[config.mk]
export PLATFORM = sky130hd
export DESIGN_NAME = integer_arith_power_unit
export DESIGN_NICKNAME = d
export VERILOG_FILES = /design/src/rtl/ipu_pkg.sv /design/src/rtl/ipu_digit_mul.sv /design/src/rtl/integer_arith_power_unit.sv
export SDC_FILE = /design/constraint.sdc
export NUM_CORES = 2
export LEC_CHECK = 0
export BUFFER_PORTS_ARGS = -buffer_cell sky130_fd_sc_hd__buf_2
export CORE_UTILIZATION = 65
export DETAILED_ROUTE_END_ITERATION = 12
export PLACE_DENSITY = 0.83
export REMOVE_ABC_BUFFERS = 1
export SLEW_MARGIN = 20
export SYNTH_ARGS = -nofsm -noshare
export SYNTH_HDL_FRONTEND = slang
export SYNTH_SLANG_ARGS = --single-unit
[constraint.sdc]
create_clock -name i_clk -period 28.5 [get_ports i_clk]
set_input_delay 8.55 -clock i_clk [delete_from_list [all_inputs] [get_ports i_clk]]
set_output_delay 8.55 -clock i_clk [all_outputs]
set_load 0.02 [all_outputs]
[src/rtl/ipu_pkg.sv]
package ipu_pkg;

    localparam int unsigned DATA_W    = 64;
    localparam int unsigned OP_W      = 2;
    localparam int unsigned DIGIT_MAX = 16;

    typedef enum logic [OP_W-1:0] {
        OP_ADD = 2'd0,
        OP_SUB = 2'd1,
        OP_MUL = 2'd2,
        OP_POW = 2'd3
    } t_op;

    typedef struct packed {
        logic start;
    } t_mul_ctrl;

    typedef struct packed {
        logic done;
        logic busy;
    } t_mul_stat;

endpackage

[src/rtl/ipu_digit_mul.sv]
module ipu_digit_mul #(
    parameter int unsigned WORD_WIDTH = 64
) (
    input  logic                    i_clk,
    input  logic                    i_rst_n,
    input  ipu_pkg::t_mul_ctrl      i_ctrl,
    input  logic [WORD_WIDTH-1:0]   i_a,
    input  logic [WORD_WIDTH-1:0]   i_b,
    output ipu_pkg::t_mul_stat      o_stat,
    output logic [WORD_WIDTH-1:0]   o_product
);

    localparam int unsigned DIGIT_W = (WORD_WIDTH < ipu_pkg::DIGIT_MAX) ?
                                      WORD_WIDTH : ipu_pkg::DIGIT_MAX;
    localparam int unsigned STEPS   = (WORD_WIDTH + DIGIT_W - 1) / DIGIT_W;
    localparam int unsigned CNT_W   = $clog2(STEPS + 1);

    logic [WORD_WIDTH-1:0]         r_a;
    logic [WORD_WIDTH-1:0]         r_b;
    logic [WORD_WIDTH-1:0]         r_acc;
    logic [CNT_W-1:0]              r_cnt;
    logic                          r_busy;
    logic                          r_done;
    logic [WORD_WIDTH+DIGIT_W-1:0] w_part;

    // one digit of the multiplier per cycle, product kept modulo the word
    assign w_part = {{DIGIT_W{1'b0}}, r_a} * {{WORD_WIDTH{1'b0}}, r_b[DIGIT_W-1:0]};

    always_ff @(posedge i_clk) begin
        if (!i_rst_n) begin
            r_busy <= 1'b0;
            r_done <= 1'b0;
            r_cnt  <= '0;
        end else begin
            r_done <= 1'b0;
            if (i_ctrl.start && !r_busy) begin
                r_a    <= i_a;
                r_b    <= i_b;
                r_acc  <= '0;
                r_cnt  <= CNT_W'(STEPS);
                r_busy <= 1'b1;
            end else if (r_busy) begin
                r_acc <= r_acc + w_part[WORD_WIDTH-1:0];
                r_a   <= r_a << DIGIT_W;
                r_b   <= r_b >> DIGIT_W;
                r_cnt <= r_cnt - CNT_W'(1);
                if (r_cnt == CNT_W'(1)) begin
                    r_busy <= 1'b0;
                    r_done <= 1'b1;
                end
            end
        end
    end

    assign o_stat.done = r_done;
    assign o_stat.busy = r_busy;
    assign o_product   = r_acc;

endmodule

[src/rtl/integer_arith_power_unit.sv]
// add and subtract are computed when the item is accepted; multiply uses the multiplier
// power: square-and-multiply, a multiply per set exponent bit and a square per bit
// below the top set bit; all products come from one shared 16-bit-digit multiplier
// (4 steps a product at WORD_WIDTH 64)
// one item in flight; a new item is taken while the last result waits at the output
// reset: synchronous active-low i_rst_n clears the control and the output valid
module integer_arith_power_unit #(
    parameter int unsigned WORD_WIDTH = 64
) (
    input  logic         i_clk,
    input  logic         i_rst_n,
    input  logic         s_axis_tvalid,
    output logic         s_axis_tready,
    input  logic [127:0] s_axis_tdata,  // operand_a, operand_b
    input  logic [1:0]   s_axis_tuser,  // operation
    output logic         m_axis_tvalid,
    input  logic         m_axis_tready,
    output logic [63:0]  m_axis_tdata   // result_value
);

    typedef enum logic [2:0] {
        S_IDLE,
        S_MUL,
        S_POW_CHK,
        S_POW_ACC,
        S_POW_SQR,
        S_DONE
    } t_state;

    t_state                       r_state;
    logic [WORD_WIDTH-1:0]        r_res;
    logic [WORD_WIDTH-1:0]        r_base;
    logic [WORD_WIDTH-1:0]        r_exp;
    logic [WORD_WIDTH-1:0]        r_mul_a;
    logic [WORD_WIDTH-1:0]        r_mul_b;
    logic                         r_mul_start;
    logic                         r_m_valid;
    logic [ipu_pkg::DATA_W-1:0]   r_m_data;

    ipu_pkg::t_mul_ctrl           w_mul_ctrl;
    ipu_pkg::t_mul_stat           w_mul_stat;
    logic [WORD_WIDTH-1:0]        w_product;
    logic [WORD_WIDTH-1:0]        w_a;
    logic [WORD_WIDTH-1:0]        w_b;
    ipu_pkg::t_op                 w_op;
    logic                         w_s_acc;
    logic                         w_out_free;
    logic signed [ipu_pkg::DATA_W-1:0] w_ext;

    assign w_a        = s_axis_tdata[WORD_WIDTH-1:0];
    assign w_b        = s_axis_tdata[ipu_pkg::DATA_W+WORD_WIDTH-1:ipu_pkg::DATA_W];
    assign w_op       = ipu_pkg::t_op'(s_axis_tuser);
    assign w_s_acc    = s_axis_tvalid && s_axis_tready;
    assign w_out_free = !r_m_valid || m_axis_tready;
    assign w_ext      = ipu_pkg::DATA_W'($signed(r_res));

    assign w_mul_ctrl.start = r_mul_start;

    ipu_digit_mul #(
        .WORD_WIDTH (WORD_WIDTH)
    ) u_mul (
        .i_clk     (i_clk),
        .i_rst_n   (i_rst_n),
        .i_ctrl    (w_mul_ctrl),
        .i_a       (r_mul_a),
        .i_b       (r_mul_b),
        .o_stat    (w_mul_stat),
        .o_product (w_product)
    );

    always_ff @(posedge i_clk) begin
        if (!i_rst_n) begin
            r_state     <= S_IDLE;
            r_mul_start <= 1'b0;
            r_m_valid   <= 1'b0;
        end else begin
            r_mul_start <= 1'b0;
            if (r_m_valid && m_axis_tready) begin
                r_m_valid <= 1'b0;
            end
            unique case (r_state)
                S_IDLE: begin
                    if (w_s_acc) begin
                        unique case (w_op)
                            ipu_pkg::OP_ADD: begin
                                r_res   <= w_a + w_b;
                                r_state <= S_DONE;
                            end
                            ipu_pkg::OP_SUB: begin
                                r_res   <= w_a - w_b;
                                r_state <= S_DONE;
                            end
                            ipu_pkg::OP_MUL: begin
                                r_mul_a     <= w_a;
                                r_mul_b     <= w_b;
                                r_mul_start <= 1'b1;
                                r_state     <= S_MUL;
                            end
                            ipu_pkg::OP_POW: begin
                                r_base  <= w_a;
                                r_exp   <= w_b;
                                r_res   <= WORD_WIDTH'(1);
                                r_state <= S_POW_CHK;
                            end
                            default: begin
                                r_state <= S_IDLE;
                            end
                        endcase
                    end
                end
                S_MUL: begin
                    if (w_mul_stat.done) begin
                        r_res   <= w_product;
                        r_state <= S_DONE;
                    end
                end
                S_POW_CHK: begin
                    priority if (r_exp == '0) begin
                        r_state <= S_DONE;
                    end else if (r_exp[0]) begin
                        r_mul_a     <= r_res;
                        r_mul_b     <= r_base;
                        r_mul_start <= 1'b1;
                        r_state     <= S_POW_ACC;
                    end else begin
                        r_mul_a     <= r_base;
                        r_mul_b     <= r_base;
                        r_mul_start <= 1'b1;
                        r_state     <= S_POW_SQR;
                    end
                end
                S_POW_ACC: begin
                    if (w_mul_stat.done) begin
                        r_res <= w_product;
                        // no square needed after the top set bit
                        if (r_exp[WORD_WIDTH-1:1] == '0) begin
                            r_state <= S_DONE;
                        end else begin
                            r_mul_a     <= r_base;
                            r_mul_b     <= r_base;
                            r_mul_start <= 1'b1;
                            r_state     <= S_POW_SQR;
                        end
                    end
                end
                S_POW_SQR: begin
                    if (w_mul_stat.done) begin
                        r_base  <= w_product;
                        r_exp   <= r_exp >> 1;
                        r_state <= S_POW_CHK;
                    end
                end
                S_DONE: begin
                    if (w_out_free) begin
                        r_m_data  <= w_ext;
                        r_m_valid <= 1'b1;
                        r_state   <= S_IDLE;
                    end
                end
                default: begin
                    r_state <= S_IDLE;
                end
            endcase
        end
    end

    assign s_axis_tready = (r_state == S_IDLE);
    assign m_axis_tvalid = r_m_valid;
    assign m_axis_tdata  = r_m_data;

    a_one_in_flight: assert property (@(posedge i_clk) disable iff (!i_rst_n)
        w_s_acc |=> !s_axis_tready)
        else $error("item accepted while another is in flight");

    a_mul_done_owner: assert property (@(posedge i_clk) disable iff (!i_rst_n)
        w_mul_stat.done |-> (r_state == S_MUL || r_state == S_POW_ACC ||
                             r_state == S_POW_SQR))
        else $error("multiplier finished with no operation waiting");

    a_start_idle_mul: assert property (@(posedge i_clk) disable iff (!i_rst_n)
        r_mul_start |-> !w_mul_stat.busy)
        else $error("multiplier started while busy");

    a_result_lands: assert property (@(posedge i_clk) disable iff (!i_rst_n)
        (r_state == S_DONE && w_out_free) |=> (m_axis_tvalid && s_axis_tready))
        else $error("finished result not presented");

endmodule

# Word level (Yosys, flattened, before mapping)
# Index checks and enable logic that the tools add are counted.
# word_totals
register_bits	586
latch_bits	0
ramBits	0
romBits	0
in_bits	134
output_inout_bits	66
elab_cells	119
n_memories	0
# op_classes
n_addsub	4
n_mul	1
div	0
n_lt_le_gt_ge	0
eq_ne	20
shift	0
n_mux	52
n_bitwise	2
reduce_logical	24
# ops
operator	n
two-way mux 64 bit	21
one-hot mux 64 bit (3 select lines)	3
one-hot mux 64 bit (2 select lines)	3
adder 64 bit	2
zero test 64 bit	1
multiplier 64 x 16 -> 64 bit	1
subtractor 64 bit	1
zero test 63 bit	1
two-way mux 3 bit	9
one-hot mux 3 bit (6 select lines)	1
AND reduction 5 bit	3
!= test 2 x 1 -> 1 bit, second input constant	7
two-way mux 1 bit	13
one-hot mux 3 bit (3 select lines)	1
AND reduction 7 bit	1
== test 3 x 1 -> 1 bit, second input constant	2
== test 3 x 2 -> 1 bit, second input constant	2
== test 3 bit, second input constant	2
!= test 2 bit, second input constant	3
nonzero test 2 bit	3
OR reduction 2 bit	3
== test 2 bit, second input constant	2
!= test 4 x 1 -> 1 bit, second input constant	1
logical AND 1 bit	3
other kinds (12)	14

# Longest topological paths before layout
# depth
word_depth	5
mapped_depth	27
mapped_depth_nobuf	25

# Cells and area by module
# Synthesis repeated with hierarchy kept, for this count alone.
# unflattened
hier_cells	5936
area_unflattened_um2	58180.8
# modules_own_cells
mod	n_inst	cells_per_inst	area_per_inst_um2
ipu_digit_mul	1	4126	36825.3
integer_arith_power_unit	1	1810	21355.5

# Least setup slack after synthesis
# OpenSTA, ideal clock, no wires.
# synth_timing
path_kind	input-to-reg
from	in s_axis_tuser[0]
to	reg r_mul_a[0] (enable)
setup_ns	0.616
arrival_time_ns	14.376
required_time_ns	27.884
slack_ns	13.507
stages	4
path_cell_list	nand2b_1 -> nor3b_1 -> o2111ai_1 -> nor2_1
# synth_between
elab_chain_len	3
# synth_rtl
item	line	text
start, declared	integer_arith_power_unit.sv:15	input logic [1:0] s_axis_tuser,
== test 2 bit	integer_arith_power_unit.sv:84	unique case (w_op)
!= test 2 x 1 -> 1 bit (no line)	-	
AND reduction 7 bit (no line)	-	
end signal, assigned	integer_arith_power_unit.sv:94	r_mul_a <= w_a;
end signal, assigned	integer_arith_power_unit.sv:121	r_mul_a <= r_res;
end signal, assigned	integer_arith_power_unit.sv:126	r_mul_a <= r_base;
end, declared	integer_arith_power_unit.sv:34	logic [WORD_WIDTH-1:0] r_mul_a;
# Every way passes these cells.
# A chain may end at the register's enable or synchronous reset.

# Worst setup path after layout
# layout_timing
from	in s_axis_tdata[76]
to	reg r_res[61], data pin
# layout_between
elab_chain_len	4
# layout_rtl
item	line	text
start, declared	integer_arith_power_unit.sv:14	input logic [127:0] s_axis_tdata,
subtractor 64 bit or adder 64 bit (tied branches)	integer_arith_power_unit.sv:90, integer_arith_power_unit.sv:86	
one-hot mux 64 bit (3 select lines) (*)	integer_arith_power_unit.sv:84	
two-way mux 64 bit (*)	integer_arith_power_unit.sv:83	if (w_s_acc) begin
one-hot mux 64 bit (2 select lines) (*)	integer_arith_power_unit.sv:81	unique case (r_state)
end signal, assigned	integer_arith_power_unit.sv:86	r_res <= w_a + w_b;
end signal, assigned	integer_arith_power_unit.sv:90	r_res <= w_a - w_b;
end signal, assigned	integer_arith_power_unit.sv:113	r_res <= w_product;
end, declared	integer_arith_power_unit.sv:31	logic [WORD_WIDTH-1:0] r_res;
# Mark *: on every way between the ends. The rest lies on a longest branch, timed or not. The select of a mux whose other input is x is not followed.

==> results.yml <==
outcome:
  status: "complete, no violations"
finish:
  nets: 6762
  sequential_cell_area_um2: 17500
  drive_above_1_share_pct: 11.9
  multi_input_area_um2: 35000
  fillers: 6242
  area_growth_syn_to_layout_pct: 6.98
yosys:
  async_flop_share_pct: 0
  synthTopCellsByArea: "edfxtp_1, fa_1, inv_1"
  synthCells: 5609
  synthMuxAreaShare_pct: 6.74
  synth_xor_area_share_pct: 3.04
  syn_area_um2: 57600
  synthAdderAreaFrac_pct: 31.9
  ys.flop_type: "edfxtp_1"
  synth_top_family_by_area: "adder cells"
  ys_ff_latch: 586
  syn_avg_cell_area_um2: 10.3
  synth-compound-area-share_pct: 6.71
  synth_top_area_share_pct: 30.0
  ys.warnings.count: 0
  ys_types: 82
  synth.yosys.seq_area_share_pct: 30.4
  synth_top_area_cell: "edfxtp_1"
  synth-edff-count: 576
  synthSimpleGateAreaFrac_pct: 12.3
global_routing:
  grt_pass1_vias: 44145
  gr-total-overflow: 0
  grt_util_all_layers_pct: 39.5
  grt_pass1_wl_um: 264000
  antenna_found_initial: 20
  grt_max_degree: 130
drt:
  wirelength_um: 173000
  antenna_left: 0
  viasPerCell: 6.26
  vias: 42937
  drt-initial-drc-count: 5003
  first_pass_iters: 8
  drc: 0
  wl_per_cell_um: 25.2
min_path:
  hp-start: "r_res[14]"
  min_to: "m_axis_tdata[14]"
  hold_depth: 0
  hold_class: "reg -> reg"
cts:
  ctsResizeCount: 0
  cts_sinks: 586
  cts_tree: "yes"
  cts_root_buffer: "clkbuf_16"
  cts_setup_buffers: 0
  cts_hold_buf: 0
  cts.path.max_buffers: 3
  cts_buffers: 60
  clk_pin_slew_worst_paths_ns: 0.07
  clk_latency_ns: 0.70
  htreeDepth: 2
setup_path:
  r2r_cells: 23
  crit_fanout: 6
  crit_type: "in -> reg"
  critPathLaunchType: "primary input"
  r2r-end: "u_mul.o_product[63]"
  crit_path_end_kind: "flop"
  arrival_ns: 14.35
  reg2reg_from: "u_mul.r_b[10]"
  r2r_slack_ns: 19.02
  critical_path_required_ns: 28.88
die:
  die_h_um: 300
  initial_core_util_pct: 66.0
  die_width_um: 300
  core_um2: 87300
  die_area_um2: 89800
  io_pins: 200
  row_count: 108
sta:
  setup_slack_ns: 14.53
  hold_viol: 0
  fin_crit_sh_pct: 49.0
  tightest_slew_ns: 1.18
  clock_skew_ns: 0.0768
  finalWorstPathRequiredPeriod_ns: 13.97
  setup_viol_count_final: 0
  rsz0062_at_grt: "no"
  max-slew-margin-rel_pct: 21.1
  timing.fmax_ghz: 0.0716
  finalSetupTns_ns: 0
  slew_viol_final: 0
placement:
  place_congestion: 1.02
  place_ws_ns: 14.10
  dp_hpwl_um: 130000
  numPortBuffers: 199
job:
  cap_violations: 0
stage by stage:
stage / std cells / hold WS (ns) / instance area (um2) / util (%)
detailed placement: 6739 / 0.443 / 59500 / 68.1
floorplan: 5326 / 0.426 / 56500 / -
global route: 6851 / 0.463 / 61600 / 70.6
CTS: 6850 / 0.457 / 61600 / 70.5
finish: 6858 / 0.456 / 61600 / 70.6
global placement: 6739 / 0.439 / 59500 / 68.1
layout by cell type (no fill, tap or decap), drive strengths merged, types with 12 or more instances in the layout:
cell type and instances:
o21a 19, o31ai 17, xor2 86, nor4 31, nor2 143, nand4 35
nor2b 30, nor3 41, xnor2 114, ha 166, and2 292, clkbuf 67
a21oi 161, mux2i 68, buf 259, o22ai 55, and3 16, inv 1081
a31oi 16, o21ai 160, a211oi 12, mux2 284, clkinv 28, edfxtp 576
nand3 39, fa 815, nand2b 25, a21o 73, o21bai 22, nand2 817
cells in the mapped netlist, types with 14 or more instances:
cell type / n
a21o_1: 73
a21oi_1: 159
a31oi_1: 16
and2_1: 292
and3_1: 16
buf_1: 14
clkbuf_1: 267
edfxtp_1: 576
fa_1: 815
ha_1: 166
inv_1: 1078
mux2_2: 283
mux2i_1: 68
nand2_1: 817
nand2b_1: 25
nand3_1: 39
nand4_1: 34
nor2_1: 142
nor2b_1: 29
nor3_1: 40
nor4_1: 31
o21a_1: 19
o21ai_0: 141
o21ai_1: 18
o21bai_1: 21
o22ai_1: 55
o31ai_1: 17
xnor2_1: 114
xor2_1: 86
metal layers:
layer | track usage, % | wire length [um] | up-vias
met5 | 0 | 85 | -
met4 | 16.5 | 8540 | 12
met3 | 9.90 | 22600 | 573
met2 | 60.3 | 77200 | 2881
met1 | 54.3 | 64400 | 21545
li1 | - | - | 17926
critical path: stages:
cell and delay [ns]:
buf_2 0.13, nor3_1 0.28, nand2b_1 0.16, nor4_1 0.62, nand2_1 0.10, nor2_1 0.25, nand2_1 0.19, nor2_1 0.19
nand4_1 0.27, o21ai_1 0.50, o21ai_0 0.20, xnor2_1 0.17, ha_1 0.41, nand4_1 0.26, nor4_1 0.59, a21oi_1 0.23
o21a_1 0.26, o21ai_1 0.42, o21ai_0 0.22, a221o_1 0.33
worst max path at each step:
stage | start | depth (start not counted) | to
floorplan | s_axis_tuser[0] | 4 | r_mul_a[0]
detailed placement | s_axis_tdata[76] | 23 | r_res[58]
finish | s_axis_tdata[76] | 20 | r_res[61]
global placement | s_axis_tdata[76] | 20 | r_res[58]
global route | s_axis_tdata[76] | 20 | r_res[58]
CTS | s_axis_tdata[76] | 23 | r_res[58]
cell type report:
| class | instances | share of cell area (%) |
|---|---|---|
| timing repair buffer | 259 | 2.39 |
| antenna | 7 | 0.0284 |
| clock buffer | 67 | 2.48 |
| tap | 1155 | 2.35 |
| inverter | 1079 | 6.59 |
| sequential | 586 | 28.4 |
| clock inverter | 44 | 0.879 |
| multi-input combinational | 3661 | 56.9 |
sequential cells by signal, indices dropped and copies added, names as in the netlist, 64 cells and up:
| register | flops |
|---|---|
| r_mul_a | 64 |
| u_mul.o_product | 64 |
| u_mul.r_a | 64 |
| u_mul.r_b | 64 |
| r_mul_b | 64 |
| r_base | 64 |
| r_res | 64 |
| m_axis_tdata | 64 |
| r_exp | 64 |
cells by family (layout without fill, tap and decap cells):
logic type / count (synthesis) / in the layout
flip-flops: 586 / 586
XOR/XNOR: 200 / 200
multiplexers: 352 / 352
AND/OR/NAND/NOR: 1519 / 1519
AO/OA/AOI/OAI: 609 / 609
buffers and inverters: 1362 / 1449
other: 0 / 7
adder cells (fa/ha/maj): 981 / 981
Power is not shown: default switching activity piles up to over one toggle a cycle in this logic, so the estimate is an artifact.
